<file path="config.mk">
export PLATFORM = sky130hd
export DESIGN_NAME = multichannel_step_tone_with_bounce_flat
export DESIGN_NICKNAME = d
export VERILOG_FILES = /design/src/rtl/core/mstb_pkg.sv /design/src/rtl/core/mstb_if.sv /design/src/rtl/core/multichannel_step_tone_with_bounce.sv /design/src/rtl/core/mstb_ram.sv /design/src/rtl/core/mstb_chan_upd.sv /design/src/flat_wrapper.sv
export SDC_FILE = /design/constraint.sdc
export NUM_CORES = 1
export LEC_CHECK = 0
export ABC_AREA = 1
export ABC_CLOCK_PERIOD_IN_PS = 5200
export BUFFER_PORTS_ARGS = -buffer_cell sky130_fd_sc_hd__buf_4
export CORE_MARGIN = 2
export CORE_UTILIZATION = 42
export DETAILED_ROUTE_END_ITERATION = 16
export PLACE_DENSITY = 0.55
export RECOVER_POWER = 50
export SLEW_MARGIN = 30
export SYNTH_ARGS = -nofsm -noshare
export SYNTH_HDL_FRONTEND = slang
export SYNTH_SLANG_ARGS = --single-unit
</file>
<file path="constraint.sdc">
create_clock -name clock -period 5.2 [get_ports clock]
set_input_delay 0.52 -clock clock [delete_from_list [all_inputs] [get_ports clock]]
set_output_delay 0.52 -clock clock [all_outputs]
set_load 0.005 [all_outputs]
</file>
<file path="src/rtl/core/mstb_pkg.sv">
// ----------------------------------------------------------------------------
// mstb_pkg
// Shared constants, types and helpers for the step-tone generator bank.
// ----------------------------------------------------------------------------
package mstb_pkg;

   localparam int CHANNELS   = 16;
   localparam int COUNT_BITS = 16;
   localparam int POS_BITS   = 16;
   localparam int CH_BITS    = (CHANNELS > 1) ? $clog2(CHANNELS) : 1;

   // request command codes
   localparam logic CMD_TICK = 1'b0;
   localparam logic CMD_SET  = 1'b1;

   // csr register indexes
   localparam logic CSR_UPPER_LIMIT = 1'b0;
   localparam logic CSR_LOWER_LIMIT = 1'b1;

   localparam logic [POS_BITS-1:0] UPPER_LIMIT_RST = POS_BITS'(80);
   localparam logic [POS_BITS-1:0] LOWER_LIMIT_RST = '0;

   localparam logic [47:0] CNT_MAX_W = (48'd1 << COUNT_BITS) - 48'd1;

   // one memory entry per channel
   typedef struct packed {
      logic [COUNT_BITS-1:0] period;
      logic [COUNT_BITS-1:0] count;
      logic [POS_BITS-1:0]   pos;
   } entry_type;

   // result of updating one channel on a tick
   typedef struct packed {
      entry_type ent;
      logic      toggle;
      logic      dir_flip;
   } upd_type;

   // clamp a requested period to the count range
   function automatic logic [COUNT_BITS-1:0] sat_period(input logic [15:0] p);
      logic [47:0] wide;
      wide = 48'(p);
      if (wide > CNT_MAX_W) begin
         return '1;
      end
      return COUNT_BITS'(wide);
   endfunction

endpackage

</file>
<file path="src/rtl/core/mstb_if.sv">
// ----------------------------------------------------------------------------
// mstb request / response interfaces
// Valid-ready channels carrying the command request and the pin response.
// ----------------------------------------------------------------------------
interface mstb_req_if;
   logic        valid;
   logic        ready;
   logic        cmd;
   logic [3:0]  channel;
   logic [15:0] period;
   logic        any_note_active;

   modport source (output valid, cmd, channel, period, any_note_active, input ready);
   modport sink   (input valid, cmd, channel, period, any_note_active, output ready);
endinterface

interface mstb_rsp_if;
   logic        valid;
   logic        ready;
   logic [15:0] step_levels;
   logic [15:0] direction_levels;
   logic [15:0] toggled_mask;

   modport source (output valid, step_levels, direction_levels, toggled_mask, input ready);
   modport sink   (input valid, step_levels, direction_levels, toggled_mask, output ready);
endinterface

</file>
<file path="src/rtl/core/multichannel_step_tone_with_bounce.sv">
// ----------------------------------------------------------------------------
// multichannel_step_tone_with_bounce
// Bank of stepper tone generators: per-channel period, count and head position
// held in one RAM, walked one channel per cycle on each tick with a note active.
// ----------------------------------------------------------------------------
// Flow: a tick request walks all channels in ST_TICK before ST_DONE; a set
//   request passes ST_SET, and an idle tick (no note active) goes to ST_DONE.
// Throughput: one request at a time; a tick is bounded by the single RAM read
//   port walking one channel entry per cycle.
// Reset (synchronous, active high): all channels silent, counts, positions,
//   step and direction pins zero, upper limit 80, lower limit 0, no response.
module multichannel_step_tone_with_bounce (
   input  logic                          clock,
   input  logic                          reset,
   mstb_req_if.sink                      req,
   mstb_rsp_if.source                    rsp,
   input  logic                          csr_wr_en,
   input  logic                          csr_idx,
   input  logic [mstb_pkg::POS_BITS-1:0] csr_wdata
);
   import mstb_pkg::*;

   // sequencer states
   localparam logic [1:0] ST_IDLE = 2'd0;  // waiting for a request
   localparam logic [1:0] ST_SET  = 2'd1;  // read-modify-write of one period
   localparam logic [1:0] ST_TICK = 2'd2;  // walking channels
   localparam logic [1:0] ST_DONE = 2'd3;  // handing the response over

   localparam logic [CH_BITS-1:0] LAST_CH = CH_BITS'(CHANNELS - 1);

   logic [1:0]            state_ff,  state_in;
   logic [CH_BITS-1:0]    idx_ff,    idx_in;
   logic [CH_BITS-1:0]    chan_ff,   chan_in;
   logic [COUNT_BITS-1:0] per_ff,    per_in;
   logic [CHANNELS-1:0]   vld_ff,    vld_in;    // entry written since reset
   logic                  rd_vld_ff, rd_vld_in; // valid bit of the entry being read
   logic [CHANNELS-1:0]   step_ff,   step_in;
   logic [CHANNELS-1:0]   dir_ff,    dir_in;
   logic [CHANNELS-1:0]   tog_ff,    tog_in;
   logic [POS_BITS-1:0]   hi_ff,     hi_in;
   logic [POS_BITS-1:0]   lo_ff,     lo_in;
   logic                  rsp_vld_ff, rsp_vld_in;
   logic [15:0]           out_step_ff, out_step_in;
   logic [15:0]           out_dir_ff,  out_dir_in;
   logic [15:0]           out_tog_ff,  out_tog_in;

   logic                  ram_rd_en;
   logic [CH_BITS-1:0]    ram_rd_addr;
   logic                  ram_wr_en;
   logic [CH_BITS-1:0]    ram_wr_addr;
   entry_type             ram_wr_data;
   logic [$bits(entry_type)-1:0] ram_rd_data;

   entry_type             cur_ent;
   upd_type               upd;
   logic                  req_acc;
   logic                  out_free;

   assign req.ready = (state_ff == ST_IDLE);
   assign req_acc   = req.valid && req.ready;
   assign out_free  = !rsp_vld_ff || rsp.ready;

   // never-written entries read as the reset value
   assign cur_ent = rd_vld_ff ? entry_type'(ram_rd_data) : '0;

   mstb_ram #(
      .WIDTH ($bits(entry_type)),
      .DEPTH (CHANNELS)
   ) u_ram (
      .clock   (clock),
      .wr_en   (ram_wr_en),
      .wr_addr (ram_wr_addr),
      .wr_data (ram_wr_data),
      .rd_en   (ram_rd_en),
      .rd_addr (ram_rd_addr),
      .rd_data (ram_rd_data)
   );

   mstb_chan_upd u_upd (
      .ent         (cur_ent),
      .dir         (dir_ff[idx_ff]),
      .upper_limit (hi_ff),
      .lower_limit (lo_ff),
      .upd         (upd)
   );

   // Sequencer. Each read is issued ahead of its write-back; the read of channel
   // n+1 and the write of channel n never hit the same entry, and no new
   // request is taken before the last write-back, so no forwarding is needed.
   always_comb begin
      state_in    = state_ff;
      idx_in      = idx_ff;
      chan_in     = chan_ff;
      per_in      = per_ff;
      vld_in      = vld_ff;
      step_in     = step_ff;
      dir_in      = dir_ff;
      tog_in      = tog_ff;
      rsp_vld_in  = rsp_vld_ff && !rsp.ready;
      out_step_in = out_step_ff;
      out_dir_in  = out_dir_ff;
      out_tog_in  = out_tog_ff;
      ram_rd_en   = 1'b0;
      ram_rd_addr = '0;
      ram_wr_en   = 1'b0;
      ram_wr_addr = idx_ff;
      ram_wr_data = upd.ent;

      case (state_ff)
         ST_IDLE: begin
            if (req_acc) begin
               tog_in = '0;
               if (req.cmd == CMD_SET) begin
                  chan_in = CH_BITS'(req.channel);
                  per_in  = sat_period(req.period);
                  if (32'(req.channel) < CHANNELS) begin
                     ram_rd_en   = 1'b1;
                     ram_rd_addr = CH_BITS'(req.channel);
                     state_in    = ST_SET;
                  end else begin
                     state_in = ST_DONE;   // out-of-range channel: no effect
                  end
               end else if (req.any_note_active) begin
                  ram_rd_en   = 1'b1;
                  ram_rd_addr = '0;
                  idx_in      = '0;
                  state_in    = ST_TICK;
               end else begin
                  state_in = ST_DONE;
               end
            end
         end
         ST_SET: begin
            // keep count and position, replace the period
            ram_wr_en          = 1'b1;
            ram_wr_addr        = chan_ff;
            ram_wr_data        = cur_ent;
            ram_wr_data.period = per_ff;
            vld_in[chan_ff]    = 1'b1;
            state_in           = ST_DONE;
         end
         ST_TICK: begin
            ram_wr_en       = 1'b1;
            vld_in[idx_ff]  = 1'b1;
            step_in[idx_ff] = step_ff[idx_ff] ^ upd.toggle;
            dir_in[idx_ff]  = dir_ff[idx_ff] ^ upd.dir_flip;
            tog_in[idx_ff]  = upd.toggle;
            if (idx_ff == LAST_CH) begin
               state_in = ST_DONE;
            end else begin
               ram_rd_en   = 1'b1;
               ram_rd_addr = idx_ff + CH_BITS'(1);
               idx_in      = idx_ff + CH_BITS'(1);
            end
         end
         ST_DONE: begin
            if (out_free) begin
               rsp_vld_in  = 1'b1;
               out_step_in = 16'(step_ff);
               out_dir_in  = 16'(dir_ff);
               out_tog_in  = 16'(tog_ff);
               state_in    = ST_IDLE;
            end
         end
         default: begin
            state_in = ST_IDLE;
         end
      endcase
   end

   assign rd_vld_in = ram_rd_en ? vld_ff[ram_rd_addr] : rd_vld_ff;

   // limit registers, to be written only while idle; the block does not enforce it
   always_comb begin
      hi_in = hi_ff;
      lo_in = lo_ff;
      if (csr_wr_en) begin
         case (csr_idx)
            CSR_UPPER_LIMIT: hi_in = csr_wdata;
            CSR_LOWER_LIMIT: lo_in = csr_wdata;
            default: begin
               hi_in = hi_ff;
            end
         endcase
      end
   end

   always_ff @(posedge clock) begin
      if (reset) begin
         state_ff   <= ST_IDLE;
         vld_ff     <= '0;
         rd_vld_ff  <= 1'b0;
         step_ff    <= '0;
         dir_ff     <= '0;
         hi_ff      <= UPPER_LIMIT_RST;
         lo_ff      <= LOWER_LIMIT_RST;
         rsp_vld_ff <= 1'b0;
      end else begin
         state_ff   <= state_in;
         vld_ff     <= vld_in;
         rd_vld_ff  <= rd_vld_in;
         step_ff    <= step_in;
         dir_ff     <= dir_in;
         hi_ff      <= hi_in;
         lo_ff      <= lo_in;
         rsp_vld_ff <= rsp_vld_in;
      end
   end

   // payload registers
   always_ff @(posedge clock) begin
      idx_ff      <= idx_in;
      chan_ff     <= chan_in;
      per_ff      <= per_in;
      tog_ff      <= tog_in;
      out_step_ff <= out_step_in;
      out_dir_ff  <= out_dir_in;
      out_tog_ff  <= out_tog_in;
   end

   assign rsp.valid            = rsp_vld_ff;
   assign rsp.step_levels      = out_step_ff;
   assign rsp.direction_levels = out_dir_ff;
   assign rsp.toggled_mask     = out_tog_ff;

endmodule

</file>
<file path="src/rtl/core/mstb_ram.sv">
// ----------------------------------------------------------------------------
// mstb_ram
// Generic single-write, single-read RAM with registered read data.
// ----------------------------------------------------------------------------
module mstb_ram #(
   parameter int  WIDTH = 8,
   parameter int  DEPTH = 16,
   localparam int ADDR_BITS = (DEPTH > 1) ? $clog2(DEPTH) : 1
) (
   input  logic                 clock,
   input  logic                 wr_en,
   input  logic [ADDR_BITS-1:0] wr_addr,
   input  logic [WIDTH-1:0]     wr_data,
   input  logic                 rd_en,
   input  logic [ADDR_BITS-1:0] rd_addr,
   output logic [WIDTH-1:0]     rd_data
);

   logic [WIDTH-1:0] mem_ff [DEPTH];
   logic [WIDTH-1:0] rd_data_ff;

   always_ff @(posedge clock) begin
      if (wr_en) begin
         mem_ff[wr_addr] <= wr_data;
      end
      if (rd_en) begin
         rd_data_ff <= mem_ff[rd_addr];
      end
   end

   assign rd_data = rd_data_ff;

endmodule

</file>
<file path="src/rtl/core/mstb_chan_upd.sv">
// ----------------------------------------------------------------------------
// mstb_chan_upd
// Tick update of one channel entry: count, toggle, head step and bounce.
// ----------------------------------------------------------------------------
module mstb_chan_upd (
   input  mstb_pkg::entry_type         ent,
   input  logic                        dir,
   input  logic [mstb_pkg::POS_BITS-1:0] upper_limit,
   input  logic [mstb_pkg::POS_BITS-1:0] lower_limit,
   output mstb_pkg::upd_type           upd
);
   import mstb_pkg::*;

   logic                active;
   logic                hit;
   logic [POS_BITS-1:0] pos_nxt;

   assign active  = (ent.period != '0);
   assign hit     = active && (ent.count >= ent.period);
   // dir 1 = decrementing
   assign pos_nxt = dir ? (ent.pos - POS_BITS'(1)) : (ent.pos + POS_BITS'(1));

   always_comb begin
      upd          = '0;
      upd.ent      = ent;
      if (hit) begin
         upd.ent.count = '0;
         upd.ent.pos   = pos_nxt;
         upd.toggle    = 1'b1;
         upd.dir_flip  = (pos_nxt == upper_limit) || (pos_nxt == lower_limit);
      end else if (active) begin
         upd.ent.count = ent.count + COUNT_BITS'(1);
      end
   end

endmodule

</file>
<file path="src/flat_wrapper.sv">
// flat-port wrapper written by rule: the top's interface ports become plain ports
module multichannel_step_tone_with_bounce_flat import mstb_pkg::*;
  (clock, reset, csr_wr_en, csr_idx, csr_wdata, req_valid, req_cmd, req_channel, req_period, req_any_note_active, req_ready, rsp_valid, rsp_step_levels, rsp_direction_levels, rsp_toggled_mask, rsp_ready);
  mstb_req_if req_i ();
  mstb_rsp_if rsp_i ();
  input  logic clock;
  input  logic reset;
  input  logic csr_wr_en;
  input  logic csr_idx;
  input  logic [mstb_pkg::POS_BITS-1:0] csr_wdata;
  input wire logic [$bits(req_i.valid)-1:0] req_valid;
  input wire logic [$bits(req_i.cmd)-1:0] req_cmd;
  input wire logic [$bits(req_i.channel)-1:0] req_channel;
  input wire logic [$bits(req_i.period)-1:0] req_period;
  input wire logic [$bits(req_i.any_note_active)-1:0] req_any_note_active;
  output wire logic [$bits(req_i.ready)-1:0] req_ready;
  output wire logic [$bits(rsp_i.valid)-1:0] rsp_valid;
  output wire logic [$bits(rsp_i.step_levels)-1:0] rsp_step_levels;
  output wire logic [$bits(rsp_i.direction_levels)-1:0] rsp_direction_levels;
  output wire logic [$bits(rsp_i.toggled_mask)-1:0] rsp_toggled_mask;
  input wire logic [$bits(rsp_i.ready)-1:0] rsp_ready;
  assign req_i.valid = req_valid;
  assign req_i.cmd = req_cmd;
  assign req_i.channel = req_channel;
  assign req_i.period = req_period;
  assign req_i.any_note_active = req_any_note_active;
  assign req_ready = req_i.ready;
  assign rsp_valid = rsp_i.valid;
  assign rsp_step_levels = rsp_i.step_levels;
  assign rsp_direction_levels = rsp_i.direction_levels;
  assign rsp_toggled_mask = rsp_i.toggled_mask;
  assign rsp_i.ready = rsp_ready;
  multichannel_step_tone_with_bounce u_core (.clock(clock), .reset(reset), .req(req_i), .rsp(rsp_i), .csr_wr_en(csr_wr_en), .csr_idx(csr_idx), .csr_wdata(csr_wdata));
endmodule
</file>
* Yosys cells after proc, flatten, opt, wreduce, memory -nomap -nowiden
Memory sizes are Yosys's and may differ from the RTL's. A register that Yosys moved wholly into a read port is not among the register bits.
Cells that the tools add are included.
** Operators by class
- Multiplexer cells :: 48
- Bitwise logic cells :: 5
- Equal/unequal tests :: 12
- Add/subtract/negate cells :: 4
- Reductions and logical operators :: 21
- $lt $le $gt $ge :: 6
** Operators with widths (count)
- 48-bit 2-to-1 mux :: 2
- 16-bit 2-to-1 mux :: 4
- 16-bit one-hot mux with 2 select lines :: 2
- 16-bit bitwise mux :: 3
- 16-bit by 1-bit adder with 16-bit output (second input constant) :: 2
- 16-bit equality test :: 2
- 4-bit 2-to-1 mux :: 8
- 16-bit OR :: 2
- 18-bit 2-to-1 mux :: 1
- 16-bit greater-or-equal comparator :: 1
- 4-bit one-hot mux with 2 select lines :: 2
- 16-bit nonzero test :: 1
- 16-bit by 1-bit subtractor with 16-bit output (second input constant) :: 1
- 4-bit by 5-bit less-than comparator with 1-bit output (second input constant) :: 3
- 1-bit 2-to-1 mux :: 15
- 1-bit binary-select mux with 4-bit select :: 3
- 1-bit demux with 4-bit select :: 2
- 4-bit by 1-bit greater-or-equal comparator with 1-bit output (second input constant) :: 2
- 2-bit 2-to-1 mux :: 4
- 2-bit inequality test (second input constant) :: 4
- 2-bit one-hot mux with 4 select lines :: 1
- 2-bit AND reduction :: 4
- 3-bit AND reduction :: 2
- 1-bit logical AND :: 5
- 14 further kinds :: 20
** Storage, ports and cells
- Input bits :: 44
- Register bits :: 172
- Memories kept :: 1
- Memory bits (writable) :: 768
** Memory list
- u_core.u_ram.mem_ff :: words 16, bits a word 48, rd ports 1, clocked after Yosys merged registers in 1, wr ports 1, RTL line mstb_ram.sv:19 : logic [WIDTH-1:0] mem_ff [DEPTH];

* Depth between registers and ports, before layout
Gate-level depths: netlist of the first run.
- Depth after elaboration :: 8
- Gate-level depth with buffers :: 30
- Gate-level depth less buffers :: 28

* Modules after synthesis
From an unflattened synthesis of the first run, not the netlist that was laid out.
** Unflattened totals
- Cell total of the unflattened synthesis :: 4716
- Area total of the unflattened synthesis :: 45488.6 µm²
** Modules (own cells, without submodules)
- mstb_ram :: times used 1, seq. area each 24503.5 µm², area an instance 34469.3 µm², cells each 3165
- multichannel_step_tone_with_bounce :: times used 1, seq. area each 4324.1 µm², area an instance 8077.7 µm², cells each 990
- mstb_chan_upd :: times used 1, seq. area each 0.0 µm², area an instance 2941.6 µm², cells each 561

* Least setup slack after synthesis of the first run
Ideal clock, no wire load.
- Path type :: flip-flop to flip-flop
- From :: register u_core.state_ff[0]
- To :: register u_core.rd_vld_ff
- Cell stages (with the launch flop) :: 8
- Clock period less this slack :: 4.828 ns
- Arrival time :: 4.698 ns
- Data required time :: 5.070 ns
- Setup slack :: 0.372 ns
- Buffers on the path :: 0
- Library setup time :: 0.130 ns
- Cell sequence :: dfxtp_1 -> inv_1 -> ha_1 -> nand2_1 -> o21ai_0 -> nand3_1 -> o211ai_1 -> inv_1
** RTL lines
- from (decl) :: RTL line multichannel_step_tone_with_bounce.sv:31 : logic [1:0] state_ff, state_in;
- from (signal assigned) :: RTL line multichannel_step_tone_with_bounce.sv:199 : state_ff <= state_in;
- 2-bit logical NOT * :: RTL line multichannel_step_tone_with_bounce.sv:59 : assign req.ready = (state_ff == ST_IDLE);
- named net req_ready :: RTL line flat_wrapper.sv:16 : output wire logic [$bits(req_i.ready)-1:0] req_ready;
- 1-bit logical AND :: RTL line multichannel_step_tone_with_bounce.sv:60 : assign req_acc = req.valid && req.ready;
- 1-bit 2-to-1 mux :: RTL line multichannel_step_tone_with_bounce.sv:111 : if (req_acc) begin
- 1-bit one-hot mux with 2 select lines * :: RTL line multichannel_step_tone_with_bounce.sv:109 : case (state_ff)
- named net u_core.ram_rd_en :: RTL line multichannel_step_tone_with_bounce.sv:47 : logic ram_rd_en;
- to (signal assigned) :: RTL line multichannel_step_tone_with_bounce.sv:201 : rd_vld_ff <= rd_vld_in;
- to (decl) :: RTL line multichannel_step_tone_with_bounce.sv:36 : logic rd_vld_ff, rd_vld_in;
The timed path passes the listed nets; every way through them passes the cells marked *. The select of a mux whose other input is x is not followed.
A chain may end at the register's enable or synchronous reset.

* Final worst setup path of the first run
- From :: register u_core.idx_ff[0]
- To :: register u_core.u_ram.rd_data_ff[20] (netlist: u_core.u_ram.rd_data[20]), read port of u_core.u_ram.mem_ff, data pin
** Between the ends
- Word-level cells in the longest chain between the ends :: 3
** Ends and longest elaborated chain
- from (decl) :: RTL line multichannel_step_tone_with_bounce.sv:32 : logic [CH_BITS-1:0] idx_ff, idx_in;
- from (signal assigned) :: RTL line multichannel_step_tone_with_bounce.sv:212 : idx_ff <= idx_in;
- 4-bit by 1-bit adder with 4-bit output or 4-bit equality test (tied branches) :: RTL line multichannel_step_tone_with_bounce.sv:152, multichannel_step_tone_with_bounce.sv:148
- 4-bit 2-to-1 mux or 1-bit 2-to-1 mux (tied branches) :: RTL line multichannel_step_tone_with_bounce.sv:148 : if (idx_ff == LAST_CH) begin
- 4-bit one-hot mux with 2 select lines or 1-bit one-hot mux with 2 select lines (tied branches) :: RTL line multichannel_step_tone_with_bounce.sv:109
- to (decl) :: RTL line mstb_ram.sv:20 : logic [WIDTH-1:0] rd_data_ff;
Several ways; a longest one is shown, not always the timed one.

==> metrics.yaml, run 1 <==
status: "finished with violations"
violations: "capacitance limit, slew limit"
drtIter0Drc: 2235
viasPerCell: 5.46
cap_violations: 21
hp-class: "in -> reg"
yosys_warnings: 0
drt_pass1_iterations: 6
port_buffers: 93
cts.clk_slew.worst_paths_ns: 0.06
period_needed_ns: 4.64
area_growth_pct: 14.6
io_pins: 94
synth_edf_count: 904
avgRoutedWirePerCell_microns: 21.6
total_power_mw: 29.5
n_antenna_cell: 0
path_buf_inv: 5
synth_cell_type_count: 52
end_kind: "register"
clock_sinks: 988
worst_ir_drop_vdd_uv: 376
avgSynthCellArea_sq_um: 12.0
synth_nets: 3550
rsz0062_at_grt: "false"
layout.nets: 3670
powerDensity_mw_per_mm2: 620
final.setup_skew_ns: 0.0493
setup_slack_ns: 0.563
grt_max_degree: 129
critical_path_class: "reg -> reg"
grt_first_pass_wirelength_microns: 162000
setup_violations: 0
cts_resized: 0
post-route-util_pct: 48.5
fmax_mhz: 216
cts_made_buffers: 103
drive_gt1_share_pct: 10.4
wirelength_microns: 107000
drc: 0
post_cts_buffers: 0
finalMaxSlewViolations: 605
final_area_sq_mm: 0.0476
gp_congestion: 0.853
cp_max_fo: 79
grt_overflow: 0
place_hpwl_microns: 59000
relSlewSlack_pct: -94.0
critPathLaunchType: "register"
slowest_delay_ns: 0.65
ys_seq_area_share_pct: 69.4
core.rowCount: 115
critical_path.cell_chain: "clkbuf_1 > ha_1 > inv_1 > nor2_1 > inv_1 > nand2_1 > nand2_8 > inv_8 > buf_12 > nor2_1 > o311ai_0 > o311ai_1 > nand2_1"
synth_top_flop_cell: "edfxtp_1"
tightestPinTransition_ns: 2.91
path_delay_family: "buffers and inverters"
h-tree-depth: 3
required_ns: 5.75
antenna_found_initial: 1
synth_top_cell_by_area: "edfxtp_1"
die_x_microns: 318
grt_pass1_vias: 26052
cp_slowest_cell: "clkbuf_1"
start_util_pct: 42.3
vias: 27103
clock_path_buffers: 3
synthArstFlopShare_pct: 0
preCtsSetupSlack_ns: 0.686
tns_ns: 0
die_h_microns: 318
dieArea_sq_mm: 0.101
core-area_sq_mm: 0.0981
track_usage_pct: 20.8
hold_violations: 0
placed_area_sq_mm: 0.0443
total_leakage_power_nw: 16.9
min_period_over_period_pct: 89.2
ys_ff_latch: 988
synth.cell_area_sq_mm: 0.0415
root_buffer: "clkbuf_16"
cts_tree: "yes"
hold_buffers: 17
arrival_ns: 5.18
clkLatencyLatePin_ns: 0.69
yosys-top-cells-area: "edfxtp_1 (65%), nor2_1 (6.3%), o21ai_0 (4.1%), dfxtp_1 (4.1%), nand2_1 (2.8%)"
synth_largest_type_area_fraction_pct: 65.4
syn-instance-count: 3466
detail-route-antenna-nets: 0
==> final cells by class <==
type / instances / area, sq um
Sequential cell: 988 / 28800
Timing Repair Buffer: 217 / 1830
Clock inverter: 64 / 644
Clock buffer: 131 / 2710
Multi-Input combinational cell: 2076 / 11200
Inverter: 200 / 761
Tap cell: 1287 / 1610
Fill cell: 8855 / 50600
==> stage by stage <==
stage | hold slack, ns | instances
final | 0.0546 | 4963
after global placement | 0.415 | 4750
after detailed placement | 0.416 | 4751
after global routing | 0.0368 | 4963
after floorplan | 0.408 | 3466
after CTS | 0.00635 | 4963
==> cell usage after synthesis (39+ instances only) <==
master / instances
edfxtp_1: 904
nor2_1: 695
o21ai_0: 344
nand2_1: 309
inv_1: 179
clkbuf_1: 121
o311ai_0: 112
o21bai_1: 103
a21oi_1: 84
dfxtp_1: 84
nand3_1: 83
nor3_1: 68
buf_2: 66
o211ai_1: 49
o311ai_1: 40
o32ai_1: 40
ha_1: 39
==> sequential cells by signal, indices dropped and copies added (netlist names) <==
register,count
u_core.u_ram.mem_ff,768
u_core.u_ram.rd_data,48
u_core.dir_ff,16
u_core.hi_ff,16
u_core.lo_ff,16
u_core.per_ff,16
u_core.rsp.direction_levels,16
u_core.rsp.step_levels,16
u_core.rsp.toggled_mask,16
u_core.step_ff,16
u_core.tog_ff,16
u_core.vld_ff,16
u_core.chan_ff,4
u_core.idx_ff,4
u_core.state_ff,2
u_core.rd_vld_ff,1
u_core.rsp.valid,1
==> cells in the final DEF, fill, tap and decap left out, types with 83 or more instances in the layout <==
master,synthesis,final
edfxtp_1,904,904
nor2_1,695,683
o21ai_0,344,343
nand2_1,309,309
inv_1,179,181
o311ai_0,112,112
clkbuf_16,0,104
o21bai_1,103,103
nand3_1,83,83
dfxtp_1,84,83
==> cells by family after synthesis <==
family / share of synthesized area (%)
flops: 69.4
compound gates: 12.6
simple gates: 12.0
xor+xnor: 0.817
fa+ha+maj: 1.22
buf+inv: 3.93
==> final timing paths <==
kind,startpoint,endpoint,slack [ns],cells past startpoint
max,u_core.idx_ff[0],u_core.u_ram.rd_data[20],0.56,13
max reg2reg,u_core.idx_ff[0],u_core.u_ram.rd_data[20],0.56,13
min,csr_wdata[6],u_core.hi_ff[6],0.05,3
min reg2reg,u_core.step_ff[5],u_core.rsp.step_levels[5],0.42,0
==> power breakdown <==
group          total [mW]  switching (mW)  internal (mW)
Sequential           12.0           0.377           11.6
Clock                7.34            3.13           4.21
Combinational        10.2            7.31           2.88
Total                29.5            10.8           18.7
==> worst reg2reg max path: cells and delay by family (launching register included) <==
family / cells / cell delay (ns)
AOI/OAI and AO/OA: 2 / 0.77
adders and majority gates: 1 / 0.30
buffers and inverters: 5 / 1.86
DFF: 1 / 0.61
and+or+nand+nor: 5 / 0.99
==> layer usage <==
| layer | vias to the layer above | share of wire, % | track usage (%) |
|---|---|---|---|
| met5 | - | 0.0084 | 0 |
| met4 | 2 | 2.3 | 5.43 |
| met3 | 162 | 5.1 | 3.07 |
| met2 | 724 | 47 | 33.7 |
| met1 | 13427 | 45 | 29.5 |
| li1 | 12788 | - | - |
No activity file was read; power rests on OpenSTA's default activity.
==> inputs of run 2 (changes only) <==
--- a/config.mk
+++ b/config.mk
@@ -8,11 +8,13 @@
 export ABC_AREA = 1
 export ABC_CLOCK_PERIOD_IN_PS = 5200
 export BUFFER_PORTS_ARGS = -buffer_cell sky130_fd_sc_hd__buf_4
+export CORE_ASPECT_RATIO = 0.6
 export CORE_MARGIN = 2
 export CORE_UTILIZATION = 42
 export DETAILED_ROUTE_END_ITERATION = 16
 export PLACE_DENSITY = 0.55
 export RECOVER_POWER = 50
+export SKIP_LAST_GASP = 1
 export SLEW_MARGIN = 30
 export SYNTH_ARGS = -nofsm -noshare
 export SYNTH_HDL_FRONTEND = slang
==> metrics.yaml, run 2 (synthesis gave the netlist of run 1 again) <==
die_x_microns: 410  # +29%
r2r_cells: 6  # -7
root_buffer: "clkbuf_16"
largest_reg_flops: 768  # unchanged
avgRoutedWirePerCell_microns: 22.4  # +3.6%
whs_path_depth: 3  # unchanged
relSlewSlack_pct: -71.7  # +22 points
drive_gt1_share_pct: 10.2  # -0.19 points
cts_tree: "yes"
drt_pass1_iterations: 5  # -1
required_ns: 5.52  # -0.23 ns
cts_made_buffers: 96  # -6.8%
min_period_over_period_pct: 90.4  # +1.2 points
clock_sinks: 988  # unchanged
grt_first_pass_wirelength_microns: 167000  # +2.9%
area_growth_pct: 13.5
min_from: "csr_wdata[6]"
critPathLaunchType: "register"
r2r_end: "u_core.u_ram.mem_ff[3][22]"
clock_path_buffers: 3  # unchanged
worst_ir_drop_vdd_uv: 367  # -2.4%
rsz0062_at_grt: "false"
place_hpwl_microns: 61200  # +3.7%
wirelength_microns: 112000  # +4.0%
cts.clk_slew.worst_paths_ns: 0.06  # about the same
wl_met1_microns: 56100  # +16%
period_needed_ns: 4.70  # +0.0628 ns
final.setup_skew_ns: 0.0309  # -0.0184 ns
total_leakage_power_nw: 16.7  # -1.1%
setup_slack_ns: 0.500  # -0.0628 ns
drc: 0  # unchanged
start_util_pct: 42.3  # about the same
hp-class: "in -> reg"
gp_congestion: 0.857  # +0.40%
drtIter0Drc: 2958  # +32%
grt_max_degree: 156  # +21%
clkLatencyLatePin_ns: 0.69  # about the same
vias: 27110  # +0.026%
io_pins: 94  # unchanged
h-tree-depth: 3  # unchanged
die_h_microns: 248  # -22%
n_antenna_cell: 0  # unchanged
tns_ns: 0  # unchanged
holdPathEnd: "u_core.hi_ff[6]"
grt_pass1_vias: 25322  # -2.8%
r2r_slack_ns: 0.50  # -0.06 ns
powerDensity_mw_per_mm2: 617  # -0.52%
r2r_start: "u_core.state_ff[1]"
violations: "capacitance limit, slew limit"
critical_path_class: "reg -> reg"
finalMaxSlewViolations: 578  # -4.5%
setup_violations: 0  # unchanged
post-route-util_pct: 48.0  # -0.43 points
wl_met2_microns: 46000  # -9.5%
status: "finished with violations"
fmax_mhz: 213  # -1.3%
cts_resized: 0  # unchanged
fin_cells: 4984  # +0.42%
antenna_found_initial: 3  # +2
wl_met3_microns: 7530  # +39%
core.rowCount: 89  # -23%
viasPerCell: 5.44  # -0.40%
grt_overflow: 0  # unchanged
track_usage_pct: 21.8  # +0.96 points
cap_violations: 19  # -9.5%
layout_commonest_cell: "edfxtp_1"
cp_max_fo: 18  # -77%
end_kind: "register"
detail-route-antenna-nets: 0  # unchanged
dieArea_sq_mm: 0.101  # about the same
tightestPinTransition_ns: 2.57  # -0.343 ns
core-area_sq_mm: 0.0981  # about the same
highest_layer: "met4"
layout.nets: 3667  # -0.082%
largest-register: "u_core.u_ram.mem_ff"
dp.cells: 4782  # +0.65%
arrival_ns: 5.02  # -0.16 ns
hold_violations: 0  # unchanged
port_buffers: 93  # unchanged
final_cell_mix: "edfxtp_1 (904), nor2_1 (687), o21ai_0 (342)"
preCtsSetupSlack_ns: 0.763  # +0.0770 ns
==> run 2: worst max-delay path, cell delays in order, from the launching register on <==
cell and delay (ns):
dfxtp_1 0.35, inv_1 0.08, ha_1 0.41, o21ai_0 0.56
nand2_1 0.32, nor2_1 1.95, buf_4 0.62
==> run 2: stage by stage <==
step	hold slack [ns]	power, mW	cell area [sq um]
3_5_place_dp	0.418	22.5	44200
5_1_grt	0.0345	30.7	47100
6_report	0.0530	29.1	47100
4_1_cts	0.00471	29.3	47500
2_1_floorplan	0.408	18.4	41500
3_3_place_gp	0.418	22.4	44200
==> run 2: what timing repair did <==
item / in CTS / in global routing
endpoints found under the hold margin: 20 / 0
hold buffers: 20 / 0
setup buffers: 0 / 0
==> run 2: layout make-up <==
type	instances	area, sq um
clock buffer	126	2540
timing repair buffer	221	1720
clock inverter	54	487
sequential	988	28800
inverter	200	761
multi-input combinational	2076	11100
fill	8781	51000
tap	1319	1650
==> run 2: how the worst max path moves through the flow <==
stage	from	to	slack [ns]	cells past startpoint
floorplan	u_core.state_ff[0]	u_core.rd_vld_ff	0.37	7
global placement	u_core.idx_ff[1]	u_core.dir_ff[3]	0.87	21
detailed placement	u_core.idx_ff[1]	u_core.dir_ff[2]	0.76	21
CTS	u_core.idx_ff[1]	u_core.dir_ff[2]	0.75	21
global route	u_core.state_ff[1]	u_core.u_ram.mem_ff[11][8]	0.21	6
finish	u_core.state_ff[1]	u_core.u_ram.mem_ff[3][22]	0.50	6
==> run 2: where the power goes <==
group / internal [mW] / switching [mW]
sequential: 11.6 / 0.417
combinational: 2.82 / 7.40
clock: 3.77 / 3.08
==> run 2: routing by layer <==
metal / vias up / track usage, %
li1: 12787 / -
met1: 13361 / 34.9
met2: 843 / 30.3
met3: 119 / 4.05
met4: 0 / 4.69
met5: - / 0
